File: config.mk
export PLATFORM = sky130hd
export DESIGN_NAME = pfem_mul
export DESIGN_NICKNAME = d
export VERILOG_FILES = /design/src/design/pfem_mul.sv
export SDC_FILE = /design/constraint.sdc
export NUM_CORES = 2
export LEC_CHECK = 0
export CELL_PAD_IN_SITES_DETAIL_PLACEMENT = 0
export CELL_PAD_IN_SITES_GLOBAL_PLACEMENT = 1
export CORE_ASPECT_RATIO = 1.25
export CORE_UTILIZATION = 48
export DETAILED_ROUTE_END_ITERATION = 10
export DONT_BUFFER_PORTS = 1
export PLACE_DENSITY_LB_ADDON = 0.12
export SLEW_MARGIN = 5
export SYNTH_ARGS = -nofsm -noshare
export SYNTH_HDL_FRONTEND = slang
export SYNTH_SLANG_ARGS = --single-unit
export TNS_END_PERCENT = 30
File: constraint.sdc
create_clock -name clk_i -period 7.3 [get_ports clk_i]
set_input_delay 0.73 -clock clk_i [delete_from_list [all_inputs] [get_ports clk_i]]
set_output_delay 0.73 -clock clk_i [all_outputs]
set_load 0.005 [all_outputs]
File: src/design/pfem_mul.sv
`default_nettype none

module pfem_mul (
  input  wire logic        clk_i,
  input  wire logic [31:0] a_i,
  input  wire logic [31:0] b_i,
  output logic [63:0]      prod_o
);

  always_ff @(posedge clk_i) begin
    prod_o <= 64'(a_i) * 64'(b_i);
  end

endmodule

`default_nettype wire

==> results.py <==
metrics = {
    "synthesis": {
        "synth_area_um2": 34700,
        "synth_nets": 4972,
        "netlist_top_cells_area": "fa_1 (52%), and2_1 (11%), ha_1 (9.5%)",
        "netlist-cell-type-count": 57,
        "synthCells": 3748,
        "synth_most_common_cell": "fa_1",
        "ys_seq_area_share_pct": 3.69,
        "synth-async-reset-ratio_pct": 0,
        "synthFlopType": "dfxtp_1",
        "yosys_warnings": 0,
        "syn_area_per_cell_um2": 9.25,
        "netlist_top_cells_count": "fa_1 (896), inv_1 (865), and2_1 (602), nand2_1 (480), ha_1 (263)",
        "synth-edff-count": 0,
        "yosysTopAreaCell": "fa_1",
        "synth_top_area_share_pct": 51.7,
        "ys_ff_latch": 64,
    },
    "placement": {
        "dp_cells": 4581,
        "dp.final_hpwl_um": 85400,
        "place_congestion": 0.922,
        "portBuffers": 0,
        "post-place-ws_ps": -322,
    },
    "grt": {
        "grt_pass1_wl_um": 165000,
        "overflow": 0,
        "grt_pass1_vias": 28400,
        "grt_use_total_pct": 30.3,
        "antenna_found_initial": 0,
        "grt_max_degree": 33,
    },
    "drt": {
        "drc": 0,
        "antenna_left": 0,
        "drt_first_pass_iters": 5,
        "post_drt_wl_per_cell_um": 23.0,
        "vias_per_cell": 5.35,
        "wl_um": 106000,
        "num_vias": 24600,
        "initialDrtViolationCount": 963,
    },
    "floorplanning": {
        "die_w_um": 242,
        "die_h_um": 303,
        "initial_core_util_pct": 48.8,
        "core_area_um2": 71100,
        "ioPinCount": 129,
        "rows": 109,
        "die_area_um2": 73300,
    },
    "sta": {
        "period_minus_slack_ps": 7270,
        "slew_headroom_pct": 56.7,
        "slew_viol_final": 0,
        "fin_ws_ps": 32.7,
        "setup-tns-final_ps": 0,
        "setup_viol": 0,
        "post-route-period-util_pct": 99.6,
        "max_clock_freq_ghz": 0.138,
        "finalHoldViolCount": 0,
        "worst_pin_slew_ps": 643,
        "rsz0062_at_grt": "true",
    },
    "final_layout": {
        "final_nets": 4874,
        "largest_reg_flops": 64,
        "post-route-util_pct": 51.0,
        "top_register": "prod_o",
        "syn_to_final_growth_pct": 4.58,
        "fillers": 6680,
        "drive_gt1_share_pct": 4.32,
        "top_regs": "prod_o (64)",
        "stdcell_count": 4599,
    },
    "clock_network": {
        "clk_pin_slew_ps": 60,
        "clockBufferDepth": 2,
        "cts-root-buf": "clkbuf_16",
        "holdBufCountCts": 0,
        "numCtsBuffers": 9,
        "cts_sinks": 64,
        "h-tree-depth": 3,
        "cts_tree": "built",
    },
    "min_path": {
        "hold_class": "primary input to flop",
    },
    "run": {
        "drv_cap": 0,
    },
    "setup_path": {
        "cp.arrival_ps": 7560,
        "cp_max_fo": 32,
        "startpoint_type": "primary input",
        "crit_required_ps": 7590,
        "worstSetupPathType": "primary input to flop",
        "endpoint_kind": "flop",
    },
    "status": {
        "status": "complete, no violations",
    },
}
per-stage QoR:
step	hold slack (ps)	area (um2)
after floorplan	857	34700
after global placement	867	35900
after detailed placement	871	35900
after CTS	480	36200
after global routing	488	36300
final	498	36300
cell usage in the layout (no fill, tap or decap), types with 3 or more instances in the layout:
master     synthesis  final
o21a_1             9      9
nand4_1           23     23
fa_1             896    896
a221o_1            4      4
dfxtp_1           64     64
nand2_1          480    480
nor2_1            20     20
clkbuf_16          0      9
and3_1            14     14
clkinv_4           0      3
o21bai_1          10     10
o31ai_4            3      3
o21ai_1            5      5
o221ai_1           3      3
or2_2              3      3
inv_2              0      3
and4_1             3      3
a21boi_1           3      3
ha_1             263    261
a31oi_1           12     12
nand3_1           10     10
nor3_1             7      7
a21oi_1           63     59
and2_1           602    601
buf_4              0    110
a21oi_2            3      6
xnor2_1           35     34
a221oi_4           3      3
a21o_1            40     40
xor2_1            25     25
inv_1            865    862
o21ai_0           21     21
metal layers:
metal	GRT usage [%]	share of wire, %	vias up	wire [um]
met5	0	0	-	0
met4	23.6	9.3	0	9800
met3	3.58	3.6	267	3780
met2	56.7	54	606	57500
met1	30.7	33	13100	34700
li1	-	-	10600	-
path summary, 6_finish.rpt:
kind	from	to	slack [ps]	cells past startpoint
max	a_i[5]	prod_o[62]	30	23
min	b_i[0]	prod_o[0]	500	1
cell type report:
cell class	count	area (um2)	area share, %
antenna	1	2.50	0.00690
clock buffer	9	225	0.621
clock inverter	7	78.8	0.217
inverter	865	3250	8.95
multi-input combinational	2599	29400	81.1
sequential	64	1280	3.53
tap	943	1180	3.25
timing repair buffer	111	846	2.33
cells by family (layout without fill, tap and decap cells):
| family | Yosys count | after routing | synth area share, % |
|---|---|---|---|
| AO/OA/AOI/OAI | 202 | 202 | 4.15 |
| XOR/XNOR | 60 | 60 | 1.52 |
| adder cells (fa/ha/maj) | 1159 | 1159 | 61.2 |
| buffers and inverters | 1085 | 992 | 11.8 |
| flip-flops | 64 | 64 | 3.69 |
| multiplexers | 1 | 1 | 0.0289 |
| other | 0 | 1 | 0 |
| AND/OR/NAND/NOR | 1177 | 1177 | 17.6 |
critical path, stage by stage:
cell,delay [ps]
and2_4,150
fa_1,540
inv_2,40
fa_1,610
inv_2,60
fa_1,490
inv_1,50
fa_1,490
inv_2,50
fa_1,570
fa_1,450
fa_1,490
fa_1,540
ha_4,290
nand4_1,120
or4_4,510
or3_4,410
a31oi_1,190
buf_4,160
a31o_4,190
a211oi_4,70
o21ai_1,170
xor2_1,170
what timing repair did:
action,4_1_cts,5_1_grt
buffers inserted,0,1
resized for setup,0,17
endpoints found under the setup margin,0,13
Power is left out: the tool's default activity adds up to more than one toggle a clock period on the data nets, which glitch-free logic cannot reach.
