[src/design/pfem_pkg.sv]
`default_nettype none

package pfem_pkg;

  localparam int unsigned COUNTER_BITS_DEF = 16;

  localparam logic [31:0] DEFAULT_HZ      = 32'd25000000;
  localparam logic [15:0] DEFAULT_TIMEOUT = 16'd2500;

  // nominal/200 is done as (nominal >> 3) / 25 with a reciprocal multiply
  localparam int unsigned TOL_DIV       = 200;
  localparam int unsigned TOL_PRE_SHIFT = 3;
  localparam int unsigned TOL_W         = 25;
  localparam logic [29:0] TOL_RESIDUE   = 30'(TOL_DIV >> TOL_PRE_SHIFT);
  localparam logic [31:0] TOL_RECIP     = 32'd171798691;  // floor(2^32 / 25)

  localparam int unsigned SCALE_W   = 30;
  localparam logic [31:0] PPB_SCALE = 32'd1000000000;
  localparam logic [SCALE_W-1:0] PPB_LIMIT = SCALE_W'(5000000);
  localparam int unsigned DIV_STEPS = SCALE_W;

  typedef enum logic [1:0] {
    OP_OVERFLOW = 2'd0,
    OP_CAPTURE  = 2'd1,
    OP_STATUS   = 2'd2
  } op_e;

  typedef enum logic [1:0] {
    REG_NOMINAL = 2'd0,
    REG_TIMEOUT = 2'd1,
    REG_RUN     = 2'd2
  } reg_e;

  typedef enum logic [2:0] {
    ST_IDLE      = 3'd0,
    ST_NO_CLOCK  = 3'd1,
    ST_NO_PULSE  = 3'd2,
    ST_SETTLING  = 3'd3,
    ST_MEASURING = 3'd4
  } status_e;

  typedef struct packed {
    logic [31:0] nominal;  // zero already replaced by the default
    logic [15:0] timeout;
    logic        run;
    logic        clear;
  } cfg_t;

  typedef struct packed {
    logic [15:0] counter_now;
    logic [31:0] now_ms;
    logic        overflow_pending;
    logic [15:0] capture_count;
  } in_data_t;

  typedef struct packed {
    logic [31:0]        last_interval;
    logic signed [23:0] error_ppb;
    logic [31:0]        seconds;
  } out_data_t;

  localparam int unsigned IN_TDATA_W  = (($bits(in_data_t) + 7) / 8) * 8;
  localparam int unsigned OUT_TDATA_W = (($bits(out_data_t) + 7) / 8) * 8;

endpackage

`default_nettype wire

[src/design/pfem_cfg.sv]
`default_nettype none

module pfem_cfg
  import pfem_pkg::*;
(
  input  wire logic        clk_i,
  input  wire logic        rst_ni,
  input  wire logic        cfg_valid_i,
  output logic             cfg_ready_o,
  input  wire logic [1:0]  cfg_index_i,
  input  wire logic [31:0] cfg_data_i,
  output cfg_t             cfg_o
);

  logic [31:0] nominal_q;
  logic [15:0] timeout_q;
  logic        run_q;
  logic        run_wr;

  assign cfg_ready_o = 1'b1;
  assign run_wr = cfg_valid_i && (reg_e'(cfg_index_i) == REG_RUN);

  always_ff @(posedge clk_i or negedge rst_ni) begin
    if (!rst_ni) begin
      nominal_q <= DEFAULT_HZ;
      timeout_q <= DEFAULT_TIMEOUT;
      run_q     <= 1'b0;
    end else if (cfg_valid_i) begin
      unique case (reg_e'(cfg_index_i))
        REG_NOMINAL: nominal_q <= cfg_data_i;
        REG_TIMEOUT: timeout_q <= cfg_data_i[15:0];
        REG_RUN:     run_q     <= cfg_data_i[0];
        default:     ;
      endcase
    end
  end

  always_comb begin
    cfg_o.nominal = (nominal_q != '0) ? nominal_q : DEFAULT_HZ;
    cfg_o.timeout = timeout_q;
    cfg_o.run     = run_q;
    // writing one to run clears the measurement at the same edge
    cfg_o.clear   = run_wr && cfg_data_i[0];
  end

endmodule

`default_nettype wire

[config.mk]
export PLATFORM = sky130hd
export DESIGN_NAME = pfem_cfg
export DESIGN_NICKNAME = d
export VERILOG_FILES = /design/src/design/pfem_pkg.sv /design/src/design/pfem_cfg.sv
export SDC_FILE = /design/constraint.sdc
export NUM_CORES = 1
export LEC_CHECK = 0
export BUFFER_PORTS_ARGS = -buffer_cell sky130_fd_sc_hd__buf_4
export CAP_MARGIN = 20
export CORE_ASPECT_RATIO = 0.6
export CORE_UTILIZATION = 49
export CTS_BUF_LIST = sky130_fd_sc_hd__clkbuf_16
export CTS_CLUSTER_DIAMETER = 30
export DETAILED_ROUTE_END_ITERATION = 16
export PLACE_DENSITY = 0.8
export REMOVE_ABC_BUFFERS = 1
export SYNTH_ARGS = -nofsm -noshare
export SYNTH_HDL_FRONTEND = slang
export SYNTH_SLANG_ARGS = --single-unit
[constraint.sdc]
create_clock -name clk_i -period 1.2 [get_ports clk_i]
set_input_delay 0 -clock clk_i [delete_from_list [all_inputs] [get_ports clk_i]]
set_output_delay 0 -clock clk_i [all_outputs]
set_load 0.01 [all_outputs]
==> impl_metrics.py <==
metrics = {
    "outcome": {
        "status": "complete, but fails checks",
        "violations": "setup timing",
    },
    "synthesis": {
        "synth-seq-cells": 49,
        "synth_top_family_by_area": "multiplexers",
        "synth_compound_area_frac": 0.0425,
        "yosysTopAreaCellShare": 0.349,
        "synth_xor_area_frac": 0,
        "avgSynthCellArea_um2": 14.8,
        "synthAdderAreaFrac": 0,
        "ys_seq_area_frac": 0.543,
        "ys_types": 18,
        "yosys.area_share.simple": 0.0528,
        "synth_area_um2": 2300,
        "netlist_instances": 155,
        "synthMuxAreaShare": 0.284,
        "synth_largest_area_cell": "dfrtp_1",
        "yosys_warnings": 0,
        "synth_area_leaders": "dfrtp_1, mux2_4, dfstp_2",
    },
    "worst_setup_path": {
        "worst-path-stages": 5,
        "crit_slowest_cell": "dfrtp_1",
        "crit_arrival_ns": 1.76,
        "critPathCaptureType": "output pin",
        "reg2reg_depth": 2,
        "crit_path_frequent_cell": "buf_4",
        "cp_num_buf_inv": 2,
        "crit_chain": "nor4_2 > nand4_1 > buf_4 > o21bai_1 > buf_4",
        "path_delay_family": "simple AND/OR/NAND/NOR gates",
        "cp_max_fo": 12,
        "slowest_delay_ns": 0.40,
        "cp-start-kind": "flop",
        "required_ns": 1.20,
        "worst-setup-path-type": "reg -> out",
    },
    "timing": {
        "setup_violations": 12,
        "finalMaxSlewViolations": 0,
        "min_period_ns": 1.76,
        "fmax_mhz": 570,
        "fin_crit_sh": 1.46,
        "rsz0062_at_grt": "true",
        "maxSlewHeadroom": 0.613,
        "hold_viol_final": 0,
        "skew_ns": 0,
        "layout_setup_ws_ns": -0.555,
        "worstMarginPinSlew_ns": 0.581,
    },
    "floorplanning": {
        "fp-row-count": 18,
        "io_pins": 88,
        "core-area_um2": 4300,
        "die_h_um": 55.0,
        "start_util": 0.534,
        "die_area_um2": 4970,
        "die_w_um": 90.4,
    },
    "cts": {
        "cts_buffers": 5,
        "clockBufferDepth": 2,
        "cts_tree": "yes",
        "cts-root-buf": "clkbuf_16",
        "clock_latency_ns": 0.28,
        "cts_sinks": 49,
        "clk_pin_slew_worst_paths_ns": 0.06,
        "htreeDepth": 2,
    },
    "grt": {
        "gr-total-overflow": 0,
        "grt_first_pass_wirelength_um": 9290,
        "grt_max_degree": 50,
        "grt_pass1_vias": 1812,
        "antenna_found_initial": 0,
        "grt.total_usage": 0.256,
    },
    "run": {
        "drv_cap": 0,
    },
    "detailed_routing": {
        "wl_met3_um": 234,
        "wl_per_cell_um": 17.4,
        "wl_met1_um": 2720,
        "top_layer_used": "met4",
        "wl_met2_um": 2980,
        "routed_via_density": 4.87,
        "ant_nets": 0,
        "drcViolationCount": 0,
        "initialDrtViolationCount": 49,
        "dr_total_vias": 1686,
        "finalWirelength_um": 6010,
        "drtPass1Iterations": 4,
    },
    "place": {
        "place_congestion": 0.785,
        "placed_cell_area_um2": 3120,
        "io_buffer_count": 86,
        "dp_hpwl_um": 3790,
    },
    "final_layout": {
        "layout.nets": 322,
        "design_area_um2": 3640,
        "num_antenna_cells": 0,
        "fillCellCount": 234,
        "layout-drive-gt1-share": 0.699,
        "final_cell_mix": "buf_4, dlygate4sd3_1, dfrtp_1",
        "final_common_cell": "buf_4",
        "utilization": 0.846,
        "synthToLayoutAreaGrowth_pct": 58.5,
    },
    "pwr": {
        "power_leakage_nw": 1.72,
        "irDropWorstVdd_v": 0.00103,
        "powerDensity_nw_per_um2": 1500,
    },
    "hold_path": {
        "min_path_cells": 3,
        "worstHoldPathType": "in -> reg",
    },
}
[registers in the layout (all words and copies together) (netlist names)]
signal	flops
timeout_q	16
nominal_q	32
run_q	1
[cells by family after synthesis]
group,count (synthesis)
compound gates,13
buf+inv,29
flops,49
mux,48
other cells,1
simple gates,15
[per-stage QoR]
step,hold slack [ns],setup WS [ns],total power (W),std cells,setup TNS [ns]
floorplan,-0.296,-0.230,0.00293,126,-7.83
global placement,0.0433,-0.308,0.00393,305,-3.11
detailed placement,0.0447,-0.379,0.00397,305,-4.09
CTS,0.0574,-0.517,0.00542,346,-5.77
global route,0.0612,-0.626,0.00571,346,-7.12
finish,0.0622,-0.555,0.00545,346,-6.19
[worst paths after layout]
check                                    start             to  slack (ns)
worst max-delay path             nominal_q[27]      cfg_o[29]       -0.56
worst min-delay path            cfg_index_i[1]          run_q        0.06
worst max register to register    nominal_q[2]   nominal_q[2]        0.25
worst min register to register   timeout_q[15]  timeout_q[15]        0.51
max in group asynchronous               rst_ni  timeout_q[15]        0.54
min in group asynchronous               rst_ni   nominal_q[5]        0.26
[cells in the mapped netlist, drive strengths merged]
library cell	count
mux2	48
dfrtp	32
clkbuf	22
dfstp	17
o21bai	12
nor4	8
buf	7
nand4	2
nor2b	2
a21o	1
and3	1
conb	1
nand2	1
nand3b	1
[routing by layer]
metal / global-route usage / vias to the layer above
met2: 0.450 / 52
met4: 0.0618 / 0
met3: 0.0669 / 8
li1: - / 786
met1: 0.329 / 840
met5: 0 / -
[worst register-to-register path, delay by kind of cell, from the launching register on]
family / cells / cell delay (ns)
flops: 1 / 0.42
mux: 1 / 0.26
buf+inv: 1 / 0.16
[report_power, final]
part           leakage, nW  internal, W  switching [W]
combinational         1.09      0.00118       0.000662
clock               0.0762     0.000753       0.000560
sequential           0.558      0.00205       0.000244
total                 1.72      0.00398        0.00147
[area by class of cell]
cell class,count,area (µm²),area share
clock buffers,5,125,0.0344
clock inverters,3,12.5,0.00344
multi-input cells,77,928,0.255
repair buffers,152,1250,0.344
flip-flops and latches,49,1250,0.343
well taps,60,75.1,0.0206
[what timing repair did]
action	4_1_cts	5_1_grt
resized for setup	7	2
endpoints found under the setup margin	12	12
pin swaps	0	0
hold buffers	33	0
buffers inserted	0	0
endpoints found under the hold margin	80	0
(Power assumes the default switching activity.)
